<file path="src/assert_macros.svh">
// Assertion helper for the bank writer RTL
`ifndef ASSERT_MACROS_SVH
`define ASSERT_MACROS_SVH

// Clocked assertion, masked while reset is held
`define SPBW_ASSERT(label, prop) \
  label: assert property (@(posedge clk) disable iff (!rst_n) (prop)) \
    else $error("spbw assertion failed");

`endif

</file>
<file path="src/spbw_pkg.sv">
package spbw_pkg;

  // Field widths
  localparam int unsigned PIX_W  = 16;
  localparam int unsigned ADDR_W = 32;
  localparam int unsigned FLEN_W = 16;
  localparam int unsigned CNT_W  = 3;
  localparam int unsigned IDX_W  = 2;

  // Copy counts and rotate phases per mode
  localparam logic [CNT_W-1:0] COPIES_2PX = 3'd7;
  localparam logic [CNT_W-1:0] COPIES_4PX = 3'd3;
  localparam logic [3:0]       PHASE_2PX  = 4'd2;
  localparam logic [3:0]       PHASE_4PX  = 4'd4;
  localparam logic [ADDR_W-1:0] WORD_BYTES = 32'd2;

  // Configuration register indexes
  localparam logic [IDX_W-1:0] CFG_SHIFT_MODE   = 2'd0;
  localparam logic [IDX_W-1:0] CFG_FRAME_LENGTH = 2'd1;
  localparam logic [IDX_W-1:0] CFG_DEST_BASE    = 2'd2;

  // Address steps derived from the configuration
  typedef struct packed {
    logic [ADDR_W-1:0] copy_stride;
    logic [ADDR_W-1:0] row_adj;
  } spbw_steps_t;

  // Rotate a bitmap word right
  function automatic logic [PIX_W-1:0] ror16(input logic [PIX_W-1:0] v,
                                             input logic [3:0] n);
    logic [2*PIX_W-1:0] dbl;
    dbl = {v, v} >> n;
    return dbl[PIX_W-1:0];
  endfunction

endpackage

</file>
<file path="src/spbw_if.sv">
// Input item channel
interface spbw_in_if;
  import spbw_pkg::*;
  logic             valid;
  logic             ready;
  logic [PIX_W-1:0] pixel_word;
  logic             first_row;

  modport source (output valid, output pixel_word, output first_row, input ready);
  modport sink (input valid, input pixel_word, input first_row, output ready);
endinterface

// Result item channel
interface spbw_out_if;
  import spbw_pkg::*;
  logic              valid;
  logic              ready;
  logic [ADDR_W-1:0] write_address;
  logic [PIX_W-1:0]  write_data;
  logic              row_done;
  logic [ADDR_W-1:0] next_cursor;

  modport source (output valid, output write_address, output write_data,
                  output row_done, output next_cursor, input ready);
  modport sink (input valid, input write_address, input write_data,
                input row_done, input next_cursor, output ready);
endinterface

</file>
<file path="src/spbw_step_calc.sv">
module spbw_step_calc (
  input  logic                        shift_mode,
  input  logic [spbw_pkg::FLEN_W-1:0] frame_length,
  output spbw_pkg::spbw_steps_t       steps
);
  import spbw_pkg::*;

  logic [FLEN_W+2:0]  flen_x8;
  logic [FLEN_W-1:0]  span_len;
  logic [FLEN_W-1:0]  back_lo;
  logic [ADDR_W-1:0]  back;

  // Slot step: frame length times span, low half sign-extended
  assign span_len = shift_mode ? {frame_length[FLEN_W-2:0], 1'b0} : frame_length;
  assign steps.copy_stride = {{(ADDR_W-FLEN_W){span_len[FLEN_W-1]}}, span_len};

  // Back step: 8 frames, span frames removed from the low half only
  assign flen_x8 = {frame_length, 3'b000};
  assign back_lo = flen_x8[FLEN_W-1:0] - span_len;
  assign back    = {{(ADDR_W-FLEN_W-3){1'b0}}, flen_x8[FLEN_W+2:FLEN_W], back_lo};

  // Cursor move at end of row: one word on, then back
  assign steps.row_adj = WORD_BYTES - back;

endmodule

</file>
<file path="src/sprite_preshift_bank_writer.sv">
// An accepted item is loaded into the copy generator, whose writes go out through the
//   output register: 7 writes per item in 2-pixel mode, 3 in 4-pixel mode, one write
//   per cycle unless the output stalls; the next item is taken with the last write.
// Reset (synchronous, rst_n low): configuration, copy count and write cursor clear to
//   zero, no item in flight, no result valid.
module sprite_preshift_bank_writer (
  input  logic                       clk,
  input  logic                       rst_n,
  input  logic                       cfg_we,
  input  logic [spbw_pkg::IDX_W-1:0] cfg_index,
  input  logic [spbw_pkg::ADDR_W-1:0] cfg_wdata,
  spbw_in_if.sink                    in_ch,
  spbw_out_if.source                 out_ch
);
  import spbw_pkg::*;
  `include "assert_macros.svh"

  // Configuration registers
  logic              shift_mode_r;
  logic [FLEN_W-1:0] frame_length_r;
  logic [ADDR_W-1:0] dest_base_r;

  // Copy generator
  logic              busy_r;
  logic [CNT_W-1:0]  left_r;
  logic [ADDR_W-1:0] cur_r;
  logic [PIX_W-1:0]  pix_r;

  // Output register
  logic              out_valid_r;
  logic [ADDR_W-1:0] out_addr_r;
  logic [PIX_W-1:0]  out_data_r;
  logic              out_done_r;
  logic [ADDR_W-1:0] out_next_r;

  spbw_steps_t       steps;
  logic              emit;
  logic              last;
  logic              in_acc;
  logic [ADDR_W-1:0] addr_nxt;
  logic [PIX_W-1:0]  data_nxt;
  logic [ADDR_W-1:0] final_cur;
  logic [ADDR_W-1:0] cur_nxt;
  logic [CNT_W-1:0]  copies;
  logic [3:0]        phase;

  spbw_step_calc u_step_calc (
    .shift_mode   (shift_mode_r),
    .frame_length (frame_length_r),
    .steps        (steps)
  );

  assign copies = shift_mode_r ? COPIES_4PX : COPIES_2PX;
  assign phase  = shift_mode_r ? PHASE_4PX : PHASE_2PX;

  // One copy per cycle when the output register is free
  assign emit      = busy_r && (!out_valid_r || out_ch.ready);
  assign last      = (left_r == CNT_W'(1));
  assign addr_nxt  = cur_r + steps.copy_stride;
  assign data_nxt  = ror16(pix_r, phase);
  assign final_cur = addr_nxt + steps.row_adj;

  // New item enters when idle or alongside its predecessor's last write
  assign in_ch.ready = !busy_r || (emit && last);
  assign in_acc      = in_ch.valid && in_ch.ready;

  always_comb begin
    cur_nxt = cur_r;
    if (emit) begin
      cur_nxt = last ? final_cur : addr_nxt;
    end
    if (in_acc && in_ch.first_row) begin
      cur_nxt = dest_base_r;
    end
  end

  // Configuration writes
  always_ff @(posedge clk) begin
    if (!rst_n) begin
      shift_mode_r   <= 1'b0;
      frame_length_r <= '0;
      dest_base_r    <= '0;
    end else if (cfg_we) begin
      unique case (cfg_index)
        CFG_SHIFT_MODE:   shift_mode_r   <= cfg_wdata[0];
        CFG_FRAME_LENGTH: frame_length_r <= cfg_wdata[FLEN_W-1:0];
        CFG_DEST_BASE:    dest_base_r    <= cfg_wdata;
        default: ;
      endcase
    end
  end

  // Generator control and cursor
  always_ff @(posedge clk) begin
    if (!rst_n) begin
      busy_r <= 1'b0;
      left_r <= '0;
      cur_r  <= '0;
    end else begin
      cur_r <= cur_nxt;
      if (in_acc) begin
        busy_r <= 1'b1;
        left_r <= copies;
      end else if (emit) begin
        left_r <= left_r - CNT_W'(1);
        if (last) begin
          busy_r <= 1'b0;
        end
      end
    end
  end

  // Running rotated word
  always_ff @(posedge clk) begin
    if (in_acc) begin
      pix_r <= in_ch.pixel_word;
    end else if (emit) begin
      pix_r <= data_nxt;
    end
  end

  // Result register
  always_ff @(posedge clk) begin
    if (!rst_n) begin
      out_valid_r <= 1'b0;
    end else if (emit) begin
      out_valid_r <= 1'b1;
    end else if (out_ch.ready) begin
      out_valid_r <= 1'b0;
    end
  end

  always_ff @(posedge clk) begin
    if (emit) begin
      out_addr_r <= addr_nxt;
      out_data_r <= data_nxt;
      out_done_r <= last;
      out_next_r <= last ? final_cur : '0;
    end
  end

  assign out_ch.valid         = out_valid_r;
  assign out_ch.write_address = out_addr_r;
  assign out_ch.write_data    = out_data_r;
  assign out_ch.row_done      = out_done_r;
  assign out_ch.next_cursor   = out_next_r;

  // Checks
  `SPBW_ASSERT(a_idle_no_copies, !busy_r |-> (left_r == '0))
  `SPBW_ASSERT(a_accept_loads_count, in_acc |=> (busy_r && (left_r == COPIES_2PX || left_r == COPIES_4PX)))
  `SPBW_ASSERT(a_next_cursor_zero, (out_valid_r && !out_done_r) |-> (out_next_r == '0))

endmodule

</file>
<file path="src/flat_wrapper.sv">
// flat-port wrapper written by rule: the top's interface ports become plain ports
module sprite_preshift_bank_writer_flat import spbw_pkg::*;
  (clk, rst_n, cfg_we, cfg_index, cfg_wdata, in_ch_valid, in_ch_pixel_word, in_ch_first_row, in_ch_ready, out_ch_valid, out_ch_write_address, out_ch_write_data, out_ch_row_done, out_ch_next_cursor, out_ch_ready);
  spbw_in_if in_ch_i ();
  spbw_out_if out_ch_i ();
  input  logic clk;
  input  logic rst_n;
  input  logic cfg_we;
  input  logic [spbw_pkg::IDX_W-1:0] cfg_index;
  input  logic [spbw_pkg::ADDR_W-1:0] cfg_wdata;
  input wire logic [$bits(in_ch_i.valid)-1:0] in_ch_valid;
  input wire logic [$bits(in_ch_i.pixel_word)-1:0] in_ch_pixel_word;
  input wire logic [$bits(in_ch_i.first_row)-1:0] in_ch_first_row;
  output wire logic [$bits(in_ch_i.ready)-1:0] in_ch_ready;
  output wire logic [$bits(out_ch_i.valid)-1:0] out_ch_valid;
  output wire logic [$bits(out_ch_i.write_address)-1:0] out_ch_write_address;
  output wire logic [$bits(out_ch_i.write_data)-1:0] out_ch_write_data;
  output wire logic [$bits(out_ch_i.row_done)-1:0] out_ch_row_done;
  output wire logic [$bits(out_ch_i.next_cursor)-1:0] out_ch_next_cursor;
  input wire logic [$bits(out_ch_i.ready)-1:0] out_ch_ready;
  assign in_ch_i.valid = in_ch_valid;
  assign in_ch_i.pixel_word = in_ch_pixel_word;
  assign in_ch_i.first_row = in_ch_first_row;
  assign in_ch_ready = in_ch_i.ready;
  assign out_ch_valid = out_ch_i.valid;
  assign out_ch_write_address = out_ch_i.write_address;
  assign out_ch_write_data = out_ch_i.write_data;
  assign out_ch_row_done = out_ch_i.row_done;
  assign out_ch_next_cursor = out_ch_i.next_cursor;
  assign out_ch_i.ready = out_ch_ready;
  sprite_preshift_bank_writer u_core (.clk(clk), .rst_n(rst_n), .cfg_we(cfg_we), .cfg_index(cfg_index), .cfg_wdata(cfg_wdata), .in_ch(in_ch_i), .out_ch(out_ch_i));
endmodule
</file>
<file path="config.mk">
export PLATFORM = sky130hd
export DESIGN_NAME = sprite_preshift_bank_writer_flat
export DESIGN_NICKNAME = d
export VERILOG_FILES = /design/src/spbw_pkg.sv /design/src/spbw_if.sv /design/src/spbw_step_calc.sv /design/src/sprite_preshift_bank_writer.sv /design/src/flat_wrapper.sv
export VERILOG_INCLUDE_DIRS = /design/src /design/src/src
export SDC_FILE = /design/constraint.sdc
export NUM_CORES = 1
export LEC_CHECK = 0
export BUFFER_PORTS_ARGS = -buffer_cell sky130_fd_sc_hd__clkbuf_2
export CAP_MARGIN = 20
export CELL_PAD_IN_SITES_DETAIL_PLACEMENT = 2
export CELL_PAD_IN_SITES_GLOBAL_PLACEMENT = 2
export CORE_UTILIZATION = 40
export DETAILED_ROUTE_END_ITERATION = 8
export GPL_ROUTABILITY_DRIVEN = 0
export PLACE_DENSITY_LB_ADDON = 0.1
export SLEW_MARGIN = 20
export SYNTH_ARGS = -nofsm -noshare
export SYNTH_HDL_FRONTEND = slang
export SYNTH_SLANG_ARGS = --single-unit
</file>
<file path="constraint.sdc">
create_clock -name clk -period 16.6 [get_ports clk]
set_input_delay 0.83 -clock clk [delete_from_list [all_inputs] [get_ports clk]]
set_output_delay 0.83 -clock clk [all_outputs]
set_load 0.01 [all_outputs]
</file>
# After elaboration in Yosys (flattened, before gate mapping)
# Index checks and enable logic that the tools add are counted.
[op_classes]
mux = 15
reduce_logical = 17
shift = 1
n_addsub = 5
eq_ne = 3
[ops]
columns = ["op", "count"]
rows = [
  ["32-bit 2-to-1 mux", 3],
  ["32-bit adder", 2],
  ["16-bit 2-to-1 mux", 3],
  ["32-bit by 4-bit >> shifter with 16-bit output", 1],
  ["2-bit by 19-bit subtractor with 20-bit output, first input constant", 1],
  ["16-bit subtractor", 1],
  ["3-bit 2-to-1 mux", 4],
  ["2-bit AND reduction", 4],
  ["2-bit nonzero test", 4],
  ["1-bit 2-to-1 mux", 5],
  ["1-bit logical AND", 4],
  ["3-bit by 1-bit == test with 1-bit output, second input constant", 1],
  ["3-bit by 1-bit subtractor with 3-bit output, second input constant", 1],
  ["2-bit by 1-bit == test with 1-bit output, second input constant", 1],
  ["2-bit == test, second input constant", 1],
  ["1-bit logical NOT", 2],
  ["2-bit logical NOT", 1],
  ["1-bit logical OR", 2],
]
[totals]
ff_bits = 183
wordCells = 53
out_inout_bits = 83

# Logic depth before layout (Yosys ltp)
[logic_depth]
depth_word = 8
mapped_depth = 26
ltp_nobuf = 24

# Modules after synthesis
# A second synthesis with hierarchy kept.
[unflattened]
cells_unflattened = 1308
hier_area_um2 = 12026.5
[modules_own_cells]
columns = ["mod", "area_each_um2", "instances", "cells_each"]
rows = [
  ["sprite_preshift_bank_writer", 10457.5, 1, 1090],
  ["spbw_step_calc", 1569.0, 1, 218],
]

# Worst setup path after synthesis
# OpenSTA, ideal clock, no wires.
[synth_timing]
path_kind = "register to register"
start = "register u_core.shift_mode_r"
end = "register u_core.out_next_r[31] (netlist: u_core.out_ch.next_cursor[31]), data pin"
n_path_buf = 3
stages_incl_launch_ff = 24
setup_time_ps = 266
arrival_time_ps = 6293
setup_slack_ps = 10042
period_less_slack_ps = 6558
path_cell_list = "dfxtp_1 -> buf_6 -> clkbuf_1 -> clkbuf_1 -> mux2i_1 -> ha_1 -> a21o_2 -> a41oi_4 -> xnor2_1 -> or4b_1 -> or4_4 -> nor3b_2 -> nand4_1 -> ha_1 -> a21oi_1 -> o21bai_1 -> a221oi_1 -> inv_1 -> a21oi_1 -> nor2b_1 -> a211oi_1 -> xor2_1 -> xnor2_1 -> nor2_1"
[synth_between]
elab_chain_len = 4
elab_cells_between_ends = 5
classes_between = "add/sub (4); mux (1)"
[synth_rtl]
columns = ["item", "line", "rtl"]
rows = [
  ["from (decl)", "sprite_preshift_bank_writer.sv:19", "logic shift_mode_r;"],
  ["from (signal assigned)", "sprite_preshift_bank_writer.sv:85", "CFG_SHIFT_MODE: shift_mode_r <= cfg_wdata[0];"],
  ["16-bit 2-to-1 mux (*)", "spbw_step_calc.sv:14", "assign span_len = shift_mode ? {frame_length[FLEN_W-2:0], 1'b0} : frame_length;"],
  ["16-bit subtractor", "spbw_step_calc.sv:19", "assign back_lo = flen_x8[FLEN_W-1:0] - span_len;"],
  ["2-bit by 19-bit subtractor with 20-bit output", "spbw_step_calc.sv:23", "assign steps.row_adj = WORD_BYTES - back;"],
  ["32-bit adder (*)", "sprite_preshift_bank_writer.sv:61", "assign final_cur = addr_nxt + steps.row_adj;"],
  ["to (signal assigned)", "sprite_preshift_bank_writer.sv:138", "out_next_r <= last ? final_cur : '0;"],
  ["to (decl)", "sprite_preshift_bank_writer.sv:34", "logic [ADDR_W-1:0] out_next_r;"],
]
# Mark *: on every way between the ends. The rest lies on a longest branch, timed or not.
# A chain may end at the register's enable or synchronous reset.

# Final worst setup path
# Ends and elaborated chain as after synthesis.

==> impl_metrics.csv <==
group,metric,value,unit
status,status,"finished, final reports clean",
cells_and_area,diodes,0,
drt,drt-wirelength-per-cell,24.18,um
clock_network,cts_htree_levels,4,
sta,rsz0062_at_grt,"false",
die,die_w,175.0,um
die,core_area,29090,um^2
logic_synthesis,synth.distinct_cells,86,
cells_and_area,nFillCells,3194,
grt,grt_pass1_wl,67.63,mm
sta,skew,0.01982,ns
sta,tightest_slew,0.9658,ns
clock_network,clkSinkCount,183,
setup_path,end_kind,"flip-flop",
grt,grt_max_degree,67,
hold_path,hold_class,"flip-flop to flip-flop",
logic_synthesis,yosys_warnings,0,
drt,first_pass_iters,5,
setup_path,slowest_delay,0.76,ns
setup_path,arrival,7.90,ns
grt,grt_overflow,0,
setup_path,critPathKind,"flip-flop to flip-flop",
placed_design,hpwl,32.21,mm
cells_and_area,areaGrowthSynthToFinish,13.69,%
power_and_ir_drop,power.total,1.544,mW
die,die_y,175.0,um
drt,ant_nets,0,
grt,track_usage,0.2894,
logic_synthesis,syn-instance-count,1301,
sta,period_share,0.4650,
power_and_ir_drop,ir_drop,0.00006163,V
logic_synthesis,ys_seq_area_frac,0.3873,
clock_network,cts-root-buf,"clkbuf_16",
setup_path,worstPathCellList,"buf_4 -> mux2i_1 -> ha_1 -> a21oi_1 -> o221a_2 -> or4b_1 -> or4_4 -> nor3b_2 -> nand4_1 -> ha_1 -> a21oi_1 -> o21bai_1 -> a221oi_1 -> inv_1 -> a21oi_1 -> nor2b_1 -> a211oi_1 -> xor2_1 -> xnor2_1 -> nor2_1",
sta,setup_tns,0,ns
drt,vias,10770,
logic_synthesis,avgSynthCellArea,9.198,um^2
clock_network,clock_latency,0.45,ns
sta,fin_crit,7.720,ns
power_and_ir_drop,p_per_area,113.5,nW/um^2
logic_synthesis,syn_area,11970,um^2
setup_path,worstPathMaxFanout,25,
grt,antenna_found_initial,1,
run,cap_violations,0,
die,design.portCount,139,
setup_path,cp_data_required_time,16.78,ns
clock_network,cts_resized,0,
grt,grt_pass1_vias,11490,
clock_network,cts_setup_buffers,0,
cells_and_area,layout.nets,1550,
drt,finalWirelength,43.77,mm
drt,viasPerCell,5.948,
die,rows,62,
sta,setup_ws,8.880,ns
setup_path,crit_top_cell,"a21oi_1",
logic_synthesis,syn_nets,1438,
logic_synthesis,ys_seq_elements,183,
placed_design,post-place-ws,9.055,ns
setup_path,worst_setup_path_start_kind,"flip-flop",
setup_path,critPathSlowestCell,"mux2i_1",
sta,slew_violations,0,
clock_network,cts_tree,"yes",
sta,hold_viol,0,
placed_design,portBuffers,138,
setup_path,cp.buffers_inverters,2,
sta,setup_violations,0,
die,start_util,0.4114,
power_and_ir_drop,p_leak,5.725,nW
logic_synthesis,synthFlopType,"edfxtp_1",
clock_network,cts_buffers,17,
cells_and_area,fin_util,0.4677,
clock_network,clk_pin_slew,0.08,ns
clock_network,hold_buffers,0,
clock_network,clock_path_buffers,2,
sta,relSlewSlack,0.3395,
sta,fmax,0.1295,GHz
logic_synthesis,async_flop_share,0,
logic_synthesis,synth_edf_count,97,
cells_and_area,layout-drive-gt1-share,0.1718,
setup_path,crit_family,"simple AND/OR/NAND/NOR gates",
drt,drtIter0Drc,636,
drt,drcViolationCount,0,
die,dieArea,30610,um^2
## final cells by class
type / instances / area, um^2 / area share
clock buffers: 17 / 425.4 / 0.03127
inverters: 58 / 220.2 / 0.01619
well taps: 384 / 480.5 / 0.03532
flip-flops and latches: 183 / 4636 / 0.3408
repair buffers: 148 / 765.7 / 0.05629
clock inverters: 15 / 201.4 / 0.01481
multi-input cells: 1005 / 6875 / 0.5054
## per-layer routing
metal,track usage,part of all wire,vias up
met5,0,0,-
met1,0.3865,0.46,5418
met3,0.04221,0.049,63
met2,0.4823,0.47,327
met4,0.08768,0.023,0
li1,-,-,4957
## flip-flops by register name, indices dropped and copies added, names as in the netlist
signal                       cells
u_core.out_ch.valid              1
u_core.left_r                    3
u_core.busy_r                    1
u_core.pix_r                    16
u_core.shift_mode_r              1
u_core.out_ch.next_cursor       32
u_core.frame_length_r           16
u_core.out_ch.write_address     32
u_core.out_ch.row_done           1
u_core.cur_r                    32
u_core.dest_base_r              32
u_core.out_ch.write_data        16
## where the power goes
part           internal [mW]  switching (mW)  total (mW)
Clock                  0.220           0.224       0.444
Combinational          0.206           0.344       0.550
Sequential             0.527          0.0224       0.550
Total                  0.954           0.590        1.54
## worst min-delay path, stage by stage, from the launching register on
cell and delay [ns]:
dfxtp_1 0.32, nand2_1 0.05, a21boi_0 0.06
## cell usage after synthesis, types with 28 or more instances
cell,n,area share
nand3_1,30,0.013
edfxtp_1,97,0.24
nor2_1,68,0.021
clkbuf_1,48,0.015
mux2_2,32,0.030
nand2_1,178,0.056
inv_1,58,0.018
a21oi_1,95,0.040
xor2_1,30,0.022
a21o_1,28,0.018
a21boi_0,58,0.036
ha_1,79,0.083
o21ai_0,50,0.021
xnor2_1,54,0.040
dfxtp_1,86,0.14
## cell families after synthesis
family / share of synthesized area
AND/OR/NAND/NOR: 0.1695
AO/OA/AOI/OAI: 0.2090
flip-flops: 0.3873
buffers and inverters: 0.03837
XOR/XNOR: 0.06284
adder cells (fa/ha/maj): 0.08595
multiplexers: 0.04705
## cells in the final DEF (no fill, tap or decap), types with 50 or more instances in the layout
| cell type | count |
|---|---|
| nor2_1 | 68 |
| edfxtp_1 | 97 |
| ha_1 | 79 |
| a21oi_1 | 95 |
| clkbuf_2 | 138 |
| o21ai_0 | 50 |
| xnor2_1 | 54 |
| nand2_1 | 178 |
| a21boi_0 | 58 |
| inv_1 | 57 |
| dfxtp_1 | 85 |
## final timing paths
check / from / endpoint / slack [ns] / depth (start not counted)
max: u_core.shift_mode_r$_SDFFE_PN0P_ / u_core.out_ch.next_cursor[31]$_SDFFCE_PN0P_ / 8.88 / 20
min: u_core.dest_base_r[10]$_SDFFE_PN0P_ / u_core.dest_base_r[10]$_SDFFE_PN0P_ / 0.47 / 2
max reg2reg: u_core.shift_mode_r$_SDFFE_PN0P_ / u_core.out_ch.next_cursor[31]$_SDFFCE_PN0P_ / 8.88 / 20
min reg2reg: u_core.dest_base_r[10]$_SDFFE_PN0P_ / u_core.dest_base_r[10]$_SDFFE_PN0P_ / 0.47 / 2
## per-stage QoR
stage | cells | hold WS (ns) | instance area (um^2)
CTS | 1810 | 0.4773 | 13600
finish | 1810 | 0.4740 | 13600
floorplan | 1301 | 0.4413 | 11970
detailed placement | 1778 | 0.4648 | 12980
global placement | 1778 | 0.4536 | 12980
global route | 1810 | 0.5064 | 13600
Power figures use the tool's default switching activity.
